File: src/rtl/krnk_pkg.sv
// Shared types, constants and key classification for the keyboard report decoder.
// No dependencies; every other file of the block imports this package.
`default_nettype none

package krnk_pkg;

  localparam int NUM_FONTS    = 4;
  localparam int NUM_PALETTES = 4;
  localparam int SLOTS        = 6;
  localparam int SIDX_W       = $clog2(SLOTS);
  localparam int START_W      = $clog2(SLOTS + 1);
  localparam int QUEUE_DEPTH  = 2;
  localparam int QPTR_W       = (QUEUE_DEPTH > 1) ? $clog2(QUEUE_DEPTH) : 1;
  localparam int QCNT_W       = $clog2(QUEUE_DEPTH + 1);

  typedef logic [7:0] key_t;

  // Usage codes with a dedicated action.
  localparam key_t KEY_NONE       = 8'd0;
  localparam key_t KEY_CLEAR      = 8'd58;
  localparam key_t KEY_BACKSPACE  = 8'd42;
  localparam key_t KEY_DELETE     = 8'd76;
  localparam key_t KEY_UP         = 8'd82;
  localparam key_t KEY_DOWN       = 8'd81;
  localparam key_t KEY_LEFT       = 8'd80;
  localparam key_t KEY_RIGHT      = 8'd79;
  localparam key_t KEY_FONT       = 8'd61;
  localparam key_t KEY_PALETTE    = 8'd62;
  localparam key_t KEY_PRINT1_LO  = 8'd4;
  localparam key_t KEY_PRINT1_HI  = 8'd40;
  localparam key_t KEY_PRINT2_LO  = 8'd44;
  localparam key_t KEY_PRINT2_HI  = 8'd56;

  localparam logic [7:0] MOD_NONE  = 8'd0;
  localparam logic [7:0] MOD_SHIFT = 8'd2;

  typedef enum logic [3:0] {
    ACT_IGNORED   = 4'd0,
    ACT_PRINTABLE = 4'd1,
    ACT_CLEAR     = 4'd2,
    ACT_BACKSPACE = 4'd3,
    ACT_DELETE    = 4'd4,
    ACT_UP        = 4'd5,
    ACT_DOWN      = 4'd6,
    ACT_LEFT      = 4'd7,
    ACT_RIGHT     = 4'd8,
    ACT_FONT      = 4'd9,
    ACT_PALETTE   = 4'd10
  } action_t;

  typedef enum logic [1:0] {
    CASE_LOWER = 2'd0,
    CASE_SHIFT = 2'd1,
    CASE_OTHER = 2'd2
  } letter_case_t;

  // One classified report handed from the front end to the back end.
  typedef struct packed {
    logic [7:0]             modifier;
    key_t [SLOTS-1:0]       keys;
    logic [SLOTS-1:0]       emit;
    logic                   rep_last;
  } job_t;

  function automatic action_t classify(input key_t code);
    action_t act;
    unique case (code) inside
      [KEY_PRINT1_LO:KEY_PRINT1_HI],
      [KEY_PRINT2_LO:KEY_PRINT2_HI]: act = ACT_PRINTABLE;
      KEY_CLEAR:                     act = ACT_CLEAR;
      KEY_BACKSPACE:                 act = ACT_BACKSPACE;
      KEY_DELETE:                    act = ACT_DELETE;
      KEY_UP:                        act = ACT_UP;
      KEY_DOWN:                      act = ACT_DOWN;
      KEY_LEFT:                      act = ACT_LEFT;
      KEY_RIGHT:                     act = ACT_RIGHT;
      KEY_FONT:                      act = ACT_FONT;
      KEY_PALETTE:                   act = ACT_PALETTE;
      default:                       act = ACT_IGNORED;
    endcase
    return act;
  endfunction

  // Wrapping step of a selection index with num choices.
  function automatic logic [1:0] next_sel(input logic [1:0] sel, input int num);
    logic [1:0] res;
    if (int'(sel) >= num - 1) begin
      res = 2'd0;
    end else begin
      res = sel + 2'd1;
    end
    return res;
  endfunction

endpackage

`default_nettype wire

File: src/rtl/krnk_front.sv
// Front end: accepts reports, compares them with the previous report and
// classifies them into jobs for the queue. Depends on krnk_pkg.
`default_nettype none

module krnk_front import krnk_pkg::*; (
  input  wire logic             clk,
  input  wire logic             rst_n,
  input  wire logic             in_valid,
  output logic                  in_ready,
  input  wire logic [7:0]       in_modifier,
  input  wire key_t [SLOTS-1:0] in_keys,
  input  wire logic             q_ready,
  output logic                  q_push,
  output job_t                  q_job
);

  logic [7:0]       prev_mod_r;
  key_t [SLOTS-1:0] prev_keys_r;

  logic                 accept;
  logic                 equal;
  logic                 found;
  logic [START_W-1:0]   start;
  logic [SLOTS-1:0]     run_nz;
  logic [SLOTS-1:0]     prev_live;
  logic [SLOTS-1:0]     seen;
  logic [SLOTS-1:0]     emit;
  logic                 rep_last;

  always_comb begin
    // Prefix scan: stop at the first differing slot or at an empty slot.
    equal = 1'b1;
    found = 1'b0;
    start = START_W'(SLOTS);
    for (int k = 0; k < SLOTS; k++) begin
      if (!found) begin
        if (in_keys[k] != prev_keys_r[k]) begin
          equal = 1'b0;
          start = START_W'(k);
          found = 1'b1;
        end else if (in_keys[k] == KEY_NONE) begin
          start = START_W'(k);
          found = 1'b1;
        end
      end
    end

    run_nz[0]    = (in_keys[0] != KEY_NONE);
    prev_live[0] = (prev_keys_r[0] != KEY_NONE);
    for (int k = 1; k < SLOTS; k++) begin
      run_nz[k]    = run_nz[k-1] && (in_keys[k] != KEY_NONE);
      prev_live[k] = prev_live[k-1] && (prev_keys_r[k] != KEY_NONE);
    end

    for (int k = 0; k < SLOTS; k++) begin
      seen[k] = 1'b0;
      for (int j = 0; j < SLOTS; j++) begin
        if (prev_live[j] && (prev_keys_r[j] == in_keys[k])) begin
          seen[k] = 1'b1;
        end
      end
      emit[k] = run_nz[k] && (START_W'(k) >= start) && !seen[k];
    end

    rep_last = run_nz[0] && equal && (in_modifier == prev_mod_r);
  end

  assign in_ready = q_ready;
  assign accept   = in_valid && q_ready;
  assign q_push   = accept && (rep_last || (|emit));

  assign q_job.modifier = in_modifier;
  assign q_job.keys     = in_keys;
  assign q_job.emit     = emit;
  assign q_job.rep_last = rep_last;

  always_ff @(posedge clk) begin
    if (!rst_n) begin
      prev_mod_r  <= '0;
      prev_keys_r <= '0;
    end else if (accept) begin
      prev_mod_r  <= in_modifier;
      prev_keys_r <= in_keys;
    end
  end

endmodule

`default_nettype wire

File: src/rtl/krnk_queue.sv
// Short job queue between the front end and the back end.
// Depends on krnk_pkg for the job type and depth.
`default_nettype none

module krnk_queue import krnk_pkg::*; (
  input  wire logic clk,
  input  wire logic rst_n,
  input  wire logic push,
  input  wire job_t push_job,
  output logic      push_ready,
  input  wire logic pop,
  output logic      pop_valid,
  output job_t      pop_job
);

  job_t              entry_r [QUEUE_DEPTH];
  logic [QPTR_W-1:0] wr_ptr_r;
  logic [QPTR_W-1:0] rd_ptr_r;
  logic [QCNT_W-1:0] count_r;

  logic do_push;
  logic do_pop;

  assign push_ready = (count_r != QCNT_W'(QUEUE_DEPTH));
  assign pop_valid  = (count_r != '0);
  assign pop_job    = entry_r[rd_ptr_r];
  assign do_push    = push && push_ready;
  assign do_pop     = pop && pop_valid;

  function automatic logic [QPTR_W-1:0] bump(input logic [QPTR_W-1:0] p);
    logic [QPTR_W-1:0] res;
    if (p == QPTR_W'(QUEUE_DEPTH - 1)) begin
      res = '0;
    end else begin
      res = p + QPTR_W'(1);
    end
    return res;
  endfunction

  always_ff @(posedge clk) begin
    if (!rst_n) begin
      wr_ptr_r <= '0;
      rd_ptr_r <= '0;
      count_r  <= '0;
    end else begin
      if (do_push) begin
        wr_ptr_r <= bump(wr_ptr_r);
      end
      if (do_pop) begin
        rd_ptr_r <= bump(rd_ptr_r);
      end
      if (do_push && !do_pop) begin
        count_r <= count_r + QCNT_W'(1);
      end else if (do_pop && !do_push) begin
        count_r <= count_r - QCNT_W'(1);
      end
    end
  end

  always_ff @(posedge clk) begin
    if (do_push) begin
      entry_r[wr_ptr_r] <= push_job;
    end
  end

endmodule

`default_nettype wire

File: src/rtl/krnk_back.sv
// Back end: walks a job's keys, one word per cycle unless stalled, and keeps the
// last handled key and the font and palette selections. Depends on krnk_pkg.
`default_nettype none

module krnk_back import krnk_pkg::*; (
  input  wire logic clk,
  input  wire logic rst_n,
  input  wire logic q_valid,
  input  wire job_t q_job,
  output logic      q_pop,
  output logic      out_valid,
  input  wire logic out_ready,
  output logic [3:0] out_action,
  output logic [7:0] out_key_code,
  output logic [7:0] out_key_modifier,
  output logic [1:0] out_letter_case,
  output logic [1:0] out_font_index,
  output logic [1:0] out_palette_index,
  output logic       out_last
);

  logic         w_valid_r;
  job_t         w_job_r;
  logic [7:0]   last_mod_r;
  key_t         last_key_r;
  logic [1:0]   font_r;
  logic [1:0]   pal_r;

  logic         out_valid_r;
  action_t      out_action_r;
  key_t         out_key_r;
  logic [7:0]   out_mod_r;
  letter_case_t out_case_r;
  logic [1:0]   out_font_r;
  logic [1:0]   out_pal_r;
  logic         out_last_r;

  logic [SIDX_W-1:0] sel_idx;
  logic [SLOTS-1:0]  emit_nxt;
  logic [7:0]        cur_mod;
  key_t              cur_key;
  action_t           act;
  letter_case_t      lcase;
  logic [1:0]        font_nxt;
  logic [1:0]        pal_nxt;
  logic              fire;
  logic              done;

  always_comb begin
    sel_idx = '0;
    for (int k = SLOTS - 1; k >= 0; k--) begin
      if (w_job_r.emit[k]) begin
        sel_idx = SIDX_W'(k);
      end
    end
    emit_nxt = w_job_r.emit & (w_job_r.emit - SLOTS'(1));

    cur_mod = w_job_r.rep_last ? last_mod_r : w_job_r.modifier;
    cur_key = w_job_r.rep_last ? last_key_r : w_job_r.keys[sel_idx];
    act     = classify(cur_key);

    if (act != ACT_PRINTABLE) begin
      lcase = CASE_LOWER;
    end else if (cur_mod == MOD_NONE) begin
      lcase = CASE_LOWER;
    end else if (cur_mod == MOD_SHIFT) begin
      lcase = CASE_SHIFT;
    end else begin
      lcase = CASE_OTHER;
    end

    font_nxt = (act == ACT_FONT)    ? next_sel(font_r, NUM_FONTS)   : font_r;
    pal_nxt  = (act == ACT_PALETTE) ? next_sel(pal_r, NUM_PALETTES) : pal_r;
  end

  assign fire  = w_valid_r && (!out_valid_r || out_ready);
  assign done  = fire && (w_job_r.rep_last || (emit_nxt == '0));
  assign q_pop = q_valid && (!w_valid_r || done);

  always_ff @(posedge clk) begin
    if (!rst_n) begin
      w_valid_r   <= 1'b0;
      out_valid_r <= 1'b0;
      last_mod_r  <= '0;
      last_key_r  <= '0;
      font_r      <= '0;
      pal_r       <= '0;
    end else begin
      if (q_pop) begin
        w_valid_r <= 1'b1;
      end else if (done) begin
        w_valid_r <= 1'b0;
      end
      if (fire) begin
        out_valid_r <= 1'b1;
        last_mod_r  <= cur_mod;
        last_key_r  <= cur_key;
        font_r      <= font_nxt;
        pal_r       <= pal_nxt;
      end else if (out_ready) begin
        out_valid_r <= 1'b0;
      end
    end
  end

  always_ff @(posedge clk) begin
    if (q_pop) begin
      w_job_r <= q_job;
    end else if (fire) begin
      w_job_r.emit <= emit_nxt;
    end
    if (fire) begin
      out_action_r <= act;
      out_key_r    <= cur_key;
      out_mod_r    <= cur_mod;
      out_case_r   <= lcase;
      out_font_r   <= font_nxt;
      out_pal_r    <= pal_nxt;
      out_last_r   <= w_job_r.rep_last || (emit_nxt == '0);
    end
  end

  assign out_valid         = out_valid_r;
  assign out_action        = out_action_r;
  assign out_key_code      = out_key_r;
  assign out_key_modifier  = out_mod_r;
  assign out_letter_case   = out_case_r;
  assign out_font_index    = out_font_r;
  assign out_palette_index = out_pal_r;
  assign out_last          = out_last_r;

endmodule

`default_nettype wire

File: src/rtl/keyboard_report_new_key_decoder.sv
// A report's job passes through the job queue and the back end's job register, and each of its
// result words through the output register. Throughput: one result word per cycle unless the
// output stalls; n new keys give n words (at most six), all on the back end's single result path.
// The front end takes a new report every cycle while the two-entry job queue has room.
// Reset (rst_n low, synchronous) clears the previous report, the last handled key and modifier,
// the font and palette selections, the queue and all valid flags. Depends on krnk_pkg.
`default_nettype none

module keyboard_report_new_key_decoder import krnk_pkg::*; (
  input  wire logic       clk,
  input  wire logic       rst_n,
  input  wire logic       in_valid,
  output logic            in_ready,
  input  wire logic [7:0] in_modifier_bits,
  input  wire logic [7:0] in_key_slot_0,
  input  wire logic [7:0] in_key_slot_1,
  input  wire logic [7:0] in_key_slot_2,
  input  wire logic [7:0] in_key_slot_3,
  input  wire logic [7:0] in_key_slot_4,
  input  wire logic [7:0] in_key_slot_5,
  output logic            out_valid,
  input  wire logic       out_ready,
  output logic [3:0]      out_action,
  output logic [7:0]      out_key_code,
  output logic [7:0]      out_key_modifier,
  output logic [1:0]      out_letter_case,
  output logic [1:0]      out_font_index,
  output logic [1:0]      out_palette_index,
  output logic            out_last
);

  // The six key slots travel as one packed array inside the block.
  key_t [SLOTS-1:0] in_keys;

  assign in_keys[0] = in_key_slot_0;
  assign in_keys[1] = in_key_slot_1;
  assign in_keys[2] = in_key_slot_2;
  assign in_keys[3] = in_key_slot_3;
  assign in_keys[4] = in_key_slot_4;
  assign in_keys[5] = in_key_slot_5;

  logic fq_push;
  job_t fq_job;
  logic fq_ready;
  logic qb_valid;
  job_t qb_job;
  logic qb_pop;

  // The front end compares each report with the previous one and turns it into a job:
  // a mask of the slots whose keys are new, or a request to repeat the last handled key.
  // Reports that produce no result word are absorbed here and never reach the queue.
  krnk_front u_front (
    .clk         (clk),
    .rst_n       (rst_n),
    .in_valid    (in_valid),
    .in_ready    (in_ready),
    .in_modifier (in_modifier_bits),
    .in_keys     (in_keys),
    .q_ready     (fq_ready),
    .q_push      (fq_push),
    .q_job       (fq_job)
  );

  // The queue lets the front end keep taking reports while the back end is still
  // emitting the keys of an earlier one.
  krnk_queue u_queue (
    .clk        (clk),
    .rst_n      (rst_n),
    .push       (fq_push),
    .push_job   (fq_job),
    .push_ready (fq_ready),
    .pop        (qb_pop),
    .pop_valid  (qb_valid),
    .pop_job    (qb_job)
  );

  // The back end walks the mask one key per cycle unless the output stalls, classifies the
  // key, steps the font and palette selections and loads the output register. The next job
  // is taken in the same cycle the last word of the current one is produced.
  krnk_back u_back (
    .clk               (clk),
    .rst_n             (rst_n),
    .q_valid           (qb_valid),
    .q_job             (qb_job),
    .q_pop             (qb_pop),
    .out_valid         (out_valid),
    .out_ready         (out_ready),
    .out_action        (out_action),
    .out_key_code      (out_key_code),
    .out_key_modifier  (out_key_modifier),
    .out_letter_case   (out_letter_case),
    .out_font_index    (out_font_index),
    .out_palette_index (out_palette_index),
    .out_last          (out_last)
  );

endmodule

`default_nettype wire

File: config.mk
export PLATFORM = sky130hd
export DESIGN_NAME = keyboard_report_new_key_decoder
export DESIGN_NICKNAME = d
export VERILOG_FILES = /design/src/rtl/krnk_pkg.sv /design/src/rtl/krnk_front.sv /design/src/rtl/krnk_queue.sv /design/src/rtl/krnk_back.sv /design/src/rtl/keyboard_report_new_key_decoder.sv
export SDC_FILE = /design/constraint.sdc
export NUM_CORES = 1
export LEC_CHECK = 0
export BUFFER_PORTS_ARGS = -buffer_cell sky130_fd_sc_hd__buf_2
export CORE_UTILIZATION = 50
export CTS_CLUSTER_DIAMETER = 80
export DETAILED_ROUTE_END_ITERATION = 8
export GPL_TIMING_DRIVEN = 0
export PLACE_DENSITY = 0.78
export SLEW_MARGIN = 20
export SYNTH_ARGS = -nofsm -noshare
export SYNTH_HDL_FRONTEND = slang
export SYNTH_SLANG_ARGS = --single-unit
File: constraint.sdc
create_clock -name clk -period 4.5 [get_ports clk]
set_input_delay 0 -clock clk [delete_from_list [all_inputs] [get_ports clk]]
set_output_delay 0 -clock clk [all_outputs]
set_load 0.05 [all_outputs]
## Word-level counts from Yosys, hierarchy flattened

Memories as Yosys holds them, arrays and structs flattened. A register that Yosys moved wholly into a read port is not among the register bits.
Cells that the tools add are included.

- Register bits after elaboration: 172
- Bits in latches: 0
- Bits in writable memories: 126
- Memory bits (read-only): 0
- Input port bits: 60
- Output and inout port bits: 29
- Logic and storage cells: 332
- Memories kept: 1

Memories:

| memory | words | width | read ports | clocked after Yosys merged registers in | write ports | line | RTL |
|---|---|---|---|---|---|---|---|
| u_queue.entry_r | 2 | 63 | 1 | 1 | 1 | krnk_queue.sv:16 | `job_t entry_r [QUEUE_DEPTH];` |

- Add/subtract/negate cells: 7
- $mul: 0
- Div/mod/pow operators: 0
- $lt $le $gt $ge: 13
- Eq/ne operators: 57
- Shift-type cells: 0
- Mux-type cells: 108
- Bitwise operators: 1
- Reduce and logical (&&, ||, !) cells: 113

Operators with widths:

| kind | count |
|---|---|
| 8-bit equality test | 37 |
| 8-bit nonzero test | 12 |
| 1-bit logical AND | 71 |
| 1-bit 2-to-1 mux | 71 |
| 3-bit 2-to-1 mux | 23 |
| 8-bit zero test | 7 |
| 8-bit inequality test | 6 |
| 8-bit by 7-bit equality test with 1-bit output, second input constant | 5 |
| 4-bit one-hot mux with 10 select lines | 1 |
| 8-bit by 6-bit equality test with 1-bit output, second input constant | 4 |
| 8-bit binary-select mux with 3-bit select | 1 |
| 8-bit 2-to-1 mux | 3 |
| 8-bit by 6-bit <= comparator with 1-bit output, second input constant | 2 |
| 2-bit 2-to-1 mux | 7 |
| 6-bit 2-to-1 mux | 2 |
| 1-bit zero test | 10 |
| 2-bit nonzero test | 5 |
| 4-bit equality test, second input constant | 2 |
| 8-bit by 2-bit equality test with 1-bit output, second input constant | 1 |
| 8-bit by 3-bit greater-or-equal comparator with 1-bit output, second input constant | 1 |
| 8-bit by 6-bit greater-or-equal comparator with 1-bit output, second input constant | 1 |
| 2-bit by 1-bit adder with 2-bit output, second input constant | 3 |
| 6-bit AND | 1 |
| 1-bit by 3-bit greater-or-equal comparator with 1-bit output, first input constant | 2 |
| other kinds (13) | 21 |

## Logic depth before layout (Yosys ltp)

Gate-level depths: netlist of the first run.

- Word-level depth: 29
- Gate-level depth with buffers: 13
- Depth with buffers taken out: 11

## Hierarchy

A second synthesis of the first run with hierarchy kept.

- Cells, all modules: 1491
- Area total of the unflattened synthesis: 16414.5 sq um

By module, submodules not included:

| module | instances | cells an instance | area each (sq um) | sequential area each (sq um) |
|---|---|---|---|---|
| krnk_front | 1 | 885 | 6790.3 | 1121.1 |
| krnk_back | 1 | 386 | 4853.4 | 3143.0 |
| krnk_queue | 1 | 220 | 4770.8 | 3883.7 |

## Worst setup path after synthesis of the first run

No wires, ideal clock.

- Path kind: register to register
- Start point: register u_back.w_job_r[2] in the netlist's numbering
- End point: register u_queue.count_r[1]
- Library setup time: 0.076 ns
- Arrival time: 4.712 ns
- Required time: 4.424 ns
- Path slack: -0.287 ns
- Cell stages (with the launch flop): 13
- Buffers on the path: 2
- Period minus slack after synthesis: 4.787 ns
- Cells stage by stage: edfxtp_1 > clkbuf_1 > maj3_1 > o21a_1 > o22ai_1 > a221o_1 > a21oi_1 > nor2_1 > clkbuf_1 > inv_1 > ha_1 > or3_1 > a21boi_0

- Word-level cells in the longest chain between the ends: 11
- Elaborated cells between the ends (all ways): 13
- Classes of those cells: 1 x add/sub; 1 x mux; 1 x bitwise; 10 x reduce/logical

RTL lines:

| item | line | RTL |
|---|---|---|
| start, declared | krnk_back.sv:23 | `job_t w_job_r;` |
| start signal, assigned | krnk_back.sv:108 | `w_job_r <= q_job;` |
| 6-bit by 1-bit subtractor with 6-bit output | krnk_back.sv:56 | `emit_nxt = w_job_r.emit & (w_job_r.emit - SLOTS'(1));` |
| 6-bit AND * | krnk_back.sv:56 |  |
| 6-bit zero test * | krnk_back.sv:77 | `assign done = fire && (w_job_r.rep_last \|\| (emit_nxt == '0));` |
| 1-bit logical OR * | krnk_back.sv:77 |  |
| 1-bit logical AND * | krnk_back.sv:77 |  |
| 1-bit logical OR * | krnk_back.sv:78 | `assign q_pop = q_valid && (!w_valid_r \|\| done);` |
| 1-bit logical AND * | krnk_back.sv:78 |  |
| net qb_pop | keyboard_report_new_key_decoder.sv:47 | `logic qb_pop;` |
| 1-bit logical AND * | krnk_queue.sv:28 | `assign do_pop = pop && pop_valid;` |
| 1-bit zero test | krnk_queue.sv:52 | `if (do_push && !do_pop) begin` |
| 1-bit logical AND | krnk_queue.sv:52 |  |
| 2-bit 2-to-1 mux or 2-bit nonzero test (tied branches) | n/a |  |
| end signal, assigned | krnk_queue.sv:53 | `count_r <= count_r + QCNT_W'(1);` |
| end signal, assigned | krnk_queue.sv:55 | `count_r <= count_r - QCNT_W'(1);` |
| end, declared | krnk_queue.sv:19 | `logic [QCNT_W-1:0] count_r;` |

Mark *: on every way through the listed nets, which the timed path passes. The rest lies on a longest branch.
A chain may end at the register's enable or synchronous reset.

==> impl_results.md, run 1 <==
- Crit path from: in_key_slot_0[2]
- Post-synth EDFFs: 216
- Crit Path Max Fanout: 25
- Pre-CTS setup slack: 0.3462 ns
- Die area: 0.03256 mm^2
- Clock Skew: between 0.02 and 0.025 ns
- Yosys top cell area share: 0.4074
- #FFs+latches synth: 299
- Initial antenna violation count: 1
- Most used DFF post-synth: edfxtp_1
- Starting density of the core: 0.5138
- Aggregate global routing overflow: 0
- Post-DP Area: 0.01699 mm^2
- Number of detailed-route iterations in the first pass: 5
- Xor and xnor area share after synthesis: 0.1645
- Complex-gate fraction of the synthesized area: 0.07473
- Post-synth top cells: xor2_1 (220), edfxtp_1 (216), nand2_1 (171)
- CP Class: in -> reg
- Status: complete, no violations
- Die X: ~180 um
- Detailed-route DRC error count: 0
- Largest net degree at the start of global routing: 54
- CTS tree: done
- Die Y: 180.5 um
- Layout cell share with drive strength beyond 1: 0.1972
- Fmax: 236.6 MHz
- Setup Buffers After CTS: 0
- # IOs: 89
- Slew Limit Fails: 0
- Async set-reset flop share out of synthesis: 0
- Final hold vios: 0
- CORE AREA: 0.03099 mm^2
- Final WS setup: 0.2736 ns
- Min-delay worst type: in -> reg
- Sw Pwr: 4076 uW
- RePlAce Congestion: 0.9227
- Clock Latency Late Sink: 0.57 ns
- PwrDens: 576.0 mW/mm^2
- Seq pwr share: 0.389
- Final ANT Viol Nets: 0
- Max VDD drop: 0.3767 mV
- Slew margin rel.: 0.3612
- Clock Tree Root: clkbuf_16
- Sw Share: 0.3827
- Port Buffers: 87
- Worst path required time: around 4.8 ns
- Dominant cells by area after synthesis: edfxtp_1 (41%), xor2_1 (12%), dfxtp_1 (10%), mux2_2 (4.7%), xnor2_1 (4.3%)
- Clock power share: 0.222
- Clk buf depth: 3
- Simple-Gate Fraction of Synth Area: 0.1321
- Vias/cell: 5.834
- Int Pwr: about 6600 uW
- Mux cell area share after synthesis: 0.06483
- Routed WL per cell: 22.47 um
- Setup violations, final: 0
- Hold_sp: rst_n
- First-pass GRT wire length: 68.97 mm
- Post-Route WL: 45.71 mm
- Clk slew on worst S/H paths: 0.06 ns
- Nets: 1678
- RSZ-0062 raised after global routing: no
- Leak: 0.007140 uW
- Tot Pwr: ~11000 uW
- Worst EP arrival: 4.49 ns
- CTS buffer count: 30
- Final HPWL DP: roughly 31 mm
- Gate power share: 0.388
- Cells after Synth: 1433
- Synth area leader: edfxtp_1
- Worst Tran Pin Value: approximately 0.96 ns
- Tmin final: 4.226 ns
- Number of H-tree levels: 1
- Fin util: 0.5967
- Startpoint Class: input pin
- Synth Net Count: 1496
- Post-cts resize count: 0
- Core Rows: 64
- Max-cap violations: 0
- Period utilization: 0.9392
- Synth-to-layout area growth: 16.12%
- Syn. warnings: 0
- Synth Cell Area: between 0.015 and 0.02 mm^2
- Most instantiated library cell after synthesis: xor2_1
- CTS Sinks: 299
- Post-route design area: 0.01849 mm^2
- Main combinational cell family by area after synthesis: XOR/XNOR gates
- R2R Path Start: u_front.prev_keys_r[37]$_SDFFE_PN0P_
- GRT Overall Usage: 0.2770
- Critical path capture point type: flop
- Adder-Cell Fraction of Synth Area: 0.002986
- Final hold slack: 0.07458 ns
- First DRT Iteration DRCs: 1093
- Sequential element share of the synthesized area: 0.5117
- Ant. Diodes: 0
- Syn_area_per_cell: 11.11 um^2
- Library cells used by synthesis: 72
- Vias in the first global route: 11.64k
- Hold_buf cts: 58
- Vias post-DR: 11.87k
[power by group through the flow]
| stage | sequential [uW] | combinational [uW] | clock [uW] |
|---|---|---|---|
| finish | 4150 | 4140 | 2370 |
| global route | 4200 | 4400 | 2510 |
| CTS | 4140 | 4090 | 2370 |
| detailed placement | 4190 | 4030 | 0 |
| global placement | 4200 | 3870 | 0 |
| floorplan | 4460 | 2520 | 0 |
[cell usage in the layout, fill, tap and decap left out, types with 5 or more instances in the layout]
cell / instances
buf_6: 5
clkbuf_16: 30
o31ai_1: 7
a31oi_1: 8
edfxtp_1: 216
xnor2_1: 79
a21boi_0: 61
nand2_1: 171
clkinv_1: 5
inv_1: 19
nor4_1: 77
o22ai_1: 5
mux2_2: 67
a21oi_1: 15
mux2i_1: 24
xor2_1: 220
and2_1: 7
nor3b_1: 7
buf_1: 5
nor2_1: 45
nor2b_1: 5
dlygate4sd3_1: 58
buf_2: 161
nand3_1: 18
dfxtp_1: 83
nor3_1: 24
o21ai_0: 21
clkinv_2: 7
buf_4: 16
o211a_1: 9
nand4_1: 28
clkbuf_1: 42
[layer usage]
layer | vias to the layer above | routed length, um | global-route usage
met3 | 132 | 3308 | 0.03395
met1 | 5745 | 17920 | 0.3445
met2 | 579 | 22510 | 0.4825
met5 | - | 0 | 0
li1 | 5411 | - | -
met4 | 0 | 1971 | 0.1244
[final timing paths]
path	cells after the start	slack, ns	end
worst max-delay path	13	0.27	u_queue.entry_r[0][34]$_DFFE_PP_
worst min-delay path	3	0.07	u_back.font_r[1]$_SDFFE_PN0P_
worst max register to register	11	0.40	u_queue.entry_r[0][34]$_DFFE_PP_
worst min register to register	2	0.48	u_front.prev_mod_r[7]$_SDFFE_PN0P_
[metrics by stage]
stage                     instances  TNS, ns
after global placement         1916   -7.480
after floorplan                1433        0
after global routing           2034        0
after detailed placement       1921        0
final                          2034        0
after CTS                      2034        0
[area by class of cell]
cell class	instances	area (um^2)
Buffer	138	713.2
Clock buffer	37	787.0
Clock inverter	18	132.6
Fill cell	2452	12500
Inverter	20	75.07
Multi-Input combinational cell	976	6993
Sequential cell	299	8148
Tap cell	396	495.5
Timing Repair Buffer	150	1146
[flip-flops by register name, summed over array words and instances (netlist names), 2 cells and up, named ones only]
register	cells
u_back.font_r	2
u_back.last_key_r	8
u_back.last_mod_r	8
u_back.out_action	4
u_back.out_font_index	2
u_back.out_key_code	8
u_back.out_key_modifier	8
u_back.out_letter_case	2
u_back.out_palette_index	2
u_back.pal_r	2
u_back.w_job_r	63
u_front.prev_keys_r	48
u_front.prev_mod_r	8
u_queue.count_r	2
u_queue.entry_r	126
[kinds of logic (layout without fill, tap and decap cells)]
kind of cell / after synthesis / count (layout)
buffers and inverters: 158 / 363
xor gates and xnor gates: 299 / 299
and+or+nand+nor: 418 / 418
muxes: 94 / 94
adders and majority gates: 4 / 4
AOI/OAI and AO/OA: 161 / 161
DFF: 299 / 299
[worst max-delay path, stage by stage]
cell and delay (ns):
dlygate4sd3_1 0.52, buf_2 0.14, clkbuf_1 0.58, nor4_1 0.13, and2_2 0.29, nor3_2 0.41
o31ai_1 0.15, nor3b_1 0.54, or4_1 0.22, o41a_1 0.27, nor2b_4 0.73, buf_12 0.28
buf_16 0.18
Note: power is estimated with default switching activity, not from simulation.
==> run 2, diff against run 1 <==
--- a/config.mk
+++ b/config.mk
@@ -11,6 +11,7 @@
 export DETAILED_ROUTE_END_ITERATION = 8
 export GPL_TIMING_DRIVEN = 0
 export PLACE_DENSITY = 0.78
+export SETUP_SLACK_MARGIN = 0.4
 export SLEW_MARGIN = 20
 export SYNTH_ARGS = -nofsm -noshare
 export SYNTH_HDL_FRONTEND = slang
==> run 2 against run 1 <==
Non-clock buffer count unchanged. Count of clock-buffer cells in the layout is the same. Power up 0.25%. Core utilization is essentially flat. Critical path depth fell by 2. Sequential share of layout area barely moved. Die area unchanged. Clock power about the same. Clock skew is 0.00077 ns lower.
==> impl_results.md, run 2 (synthesis results as in run 1) <==
- CTS Sinks: 299 (unchanged)
- Crit path from: u_front.prev_keys_r[37]$_SDFFE_PN0P_
- Clock power share: 0.222 (about the same)
- Met3 routed WL: 3.133 mm (-5.3%)
- Final hold vios: 0 (unchanged)
- Largest net degree at the start of global routing: 54 (unchanged)
- Tmin final: 3.901 ns (-0.3252 ns)
- Clk buf depth: 3 (unchanged)
- Max FFs per register: 126 (unchanged)
- CP Class: reg -> reg
- Setup violations, final: 0 (unchanged)
- Fmax: 256.3 MHz (+8.3%)
- Worst EP arrival: 4.16 ns (-0.33 ns)
- Top sig layer: met4
- Final ANT Viol Nets: 0 (unchanged)
- Int Pwr: 6577 uW (about the same)
- Top reg by flops: u_queue.entry_r
- Commonest non-fill, non-tap cells in the layout: xor2_1 (220), edfxtp_1 (216), nand2_1 (171), buf_2 (161), dfxtp_1 (83)
- Sw Share: 0.3840 (+0.001311)
- GRT Overall Usage: 0.2777 (+0.0006773)
- Max-cap violations: 0 (unchanged)
- CORE AREA: 0.03099 mm^2 (unchanged)
- Largest regs: u_queue.entry_r: 126 flops, u_back.w_job_r: 63 flops, u_front.prev_keys_r: 48 flops
- Vias/cell: 5.837 (about the same)
- Commonest non-fill, non-tap cell in the layout: xor2_1
- Leak: 0.007150 uW (+0.13%)
- Clock Tree Root: clkbuf_16
- Final HPWL DP: 31.37 mm (unchanged)
- Sw Pwr: 4100 uW (+0.59%)
- CTS tree: done
- Startpoint Class: flop
- Status: complete, no violations
- M1 wire length: 18.22 mm (+1.7%)
- Nets: 1679 (+0.060%)
- PwrDens: 577.1 mW/mm^2 (+0.18%)
- Vias post-DR: 11.88k (+0.10%)
- Routed WL per cell: 22.62 um (+0.63%)
- Synth-to-layout area growth: 16.20% (about the same)
- Period utilization: 0.8669 (-0.07226)
- CTS buffer count: 30 (unchanged)
- Crit Path Max Fanout: 24 (-4.0%)
- Tot Pwr: 10680 uW (+0.25%)
- Worst Tran Pin Value: 0.9389 ns (-0.01923 ns)
- RSZ-0062 raised after global routing: no
- Gate power share: 0.389 (about the same)
- Vias in the first global route: 11.69k (+0.40%)
- Min-delay worst type: in -> reg
- Die Y: 180.5 um (unchanged)
- Aggregate global routing overflow: 0 (unchanged)
- Core Rows: 64 (unchanged)
- Met2 WL post-DR: 22.70 mm (+0.88%)
- Post-Place Cells: 1921 (unchanged)
- Setup TNS: 0 ns (unchanged)
- # IOs: 89 (unchanged)
- Layout cell share with drive strength beyond 1: 0.1989 (+0.001710)
- Hold_sp: rst_n
- Clock Skew: 0.02033 ns (-0.0007734 ns)
- Die X: 180.5 um (unchanged)
- Number of detailed-route iterations in the first pass: 6 (+1)
- Final hold slack: 0.06579 ns (-0.008799 ns)
- Port Buffers: 87 (unchanged)
- R2R Path Start: u_front.prev_keys_r[37]$_SDFFE_PN0P_
- Die area: 0.03256 mm^2 (unchanged)
- Seq pwr share: 0.389 (about the same)
- Critical path capture point type: flop
- Clock Latency Late Sink: 0.57 ns (about the same)
- Number of H-tree levels: 1 (unchanged)
- Slew Limit Fails: 0 (unchanged)
- Detailed-route DRC error count: 0 (unchanged)
- Starting density of the core: 0.5138 (unchanged)
- First DRT Iteration DRCs: 1153 (+5.5%)
- Slew margin rel.: 0.3740 (+0.01282)
- Post-Route WL: 46.02 mm (+0.68%)
- Initial antenna violation count: 1 (unchanged)
- Worst path required time: 4.76 ns (about the same)
- First-pass GRT wire length: 69.20 mm (+0.33%)
- Max VDD drop: 0.3804 mV (+0.97%)
- Final std cells w/o fill: 2035 (+0.049%)
- Setup Buffers After CTS: 0 (unchanged)
- Clk slew on worst S/H paths: 0.07 ns (about the same)
- Ant. Diodes: 0 (unchanged)
- RePlAce Congestion: 0.9227 (unchanged)
[run 2: layout make-up]
| class | count | area [um^2] |
|---|---|---|
| Inverter | 20 | 75.07 |
| Fill cell | 2455 | 12490 |
| Multi-Input combinational cell | 977 | 7002 |
| Clock buffer | 37 | 787.0 |
| Tap cell | 396 | 495.5 |
| Buffer | 138 | 715.7 |
| Sequential cell | 299 | 8148 |
| Clock inverter | 18 | 132.6 |
| Timing Repair Buffer | 150 | 1146 |
[run 2: metal layers]
layer | vias up | global-route usage
met4 | 0 | 0.1251
met2 | 588 | 0.4811
met1 | 5754 | 0.3494
met3 | 124 | 0.03092
met5 | - | 0
li1 | 5413 | -
[run 2: critical path: stages (launching register included)]
cell      delay, ns
dfxtp_1        0.30
buf_2          0.20
xor2_1         0.19
nor4_1         0.47
a21oi_1        0.17
a2111o_1       0.48
a21oi_1        0.29
or4_1          0.19
o41a_1         0.31
nor2b_4        0.53
buf_12         0.26
buf_16         0.18
[run 2: path summary, 6_finish.rpt]
path / depth (start not counted) / endpoint / slack, ns
worst max-delay path: 11 / u_queue.entry_r[0][34]$_DFFE_PP_ / 0.60
worst min-delay path: 3 / u_back.font_r[1]$_SDFFE_PN0P_ / 0.07
worst max register to register: 11 / u_queue.entry_r[0][34]$_DFFE_PP_ / 0.60
worst min register to register: 2 / u_front.prev_mod_r[7]$_SDFFE_PN0P_ / 0.48
[run 2: what timing repair did]
item,CTS,global route
hold endpoints to repair,171,0
hold buffers,58,0
setup endpoints to repair,0,40
gates resized for setup,0,4
[run 2: metrics by stage]
| stage | instance area (um^2) | setup WS, ns | utilization |
|---|---|---|---|
| 3_5_place_dp | 16990 | 0.3462 | 0.5482 |
| 5_1_grt | 18500 | 0.4257 | 0.5970 |
| 3_3_place_gp | 16850 | -0.1650 | 0.5439 |
| 6_report | 18500 | 0.5988 | 0.5970 |
| 2_1_floorplan | 15920 | 0.7547 | - |
| 4_1_cts | 18490 | 0.4052 | 0.5967 |
[run 2: power groups by stage]
stage | sequential [uW] | clock [uW] | combinational [uW]
3_3_place_gp | 4200 | 0 | 3870
3_5_place_dp | 4190 | 0 | 4030
4_1_cts | 4140 | 2370 | 4090
6_report | 4150 | 2370 | 4160
5_1_grt | 4200 | 2500 | 4410
2_1_floorplan | 4460 | 0 | 2520
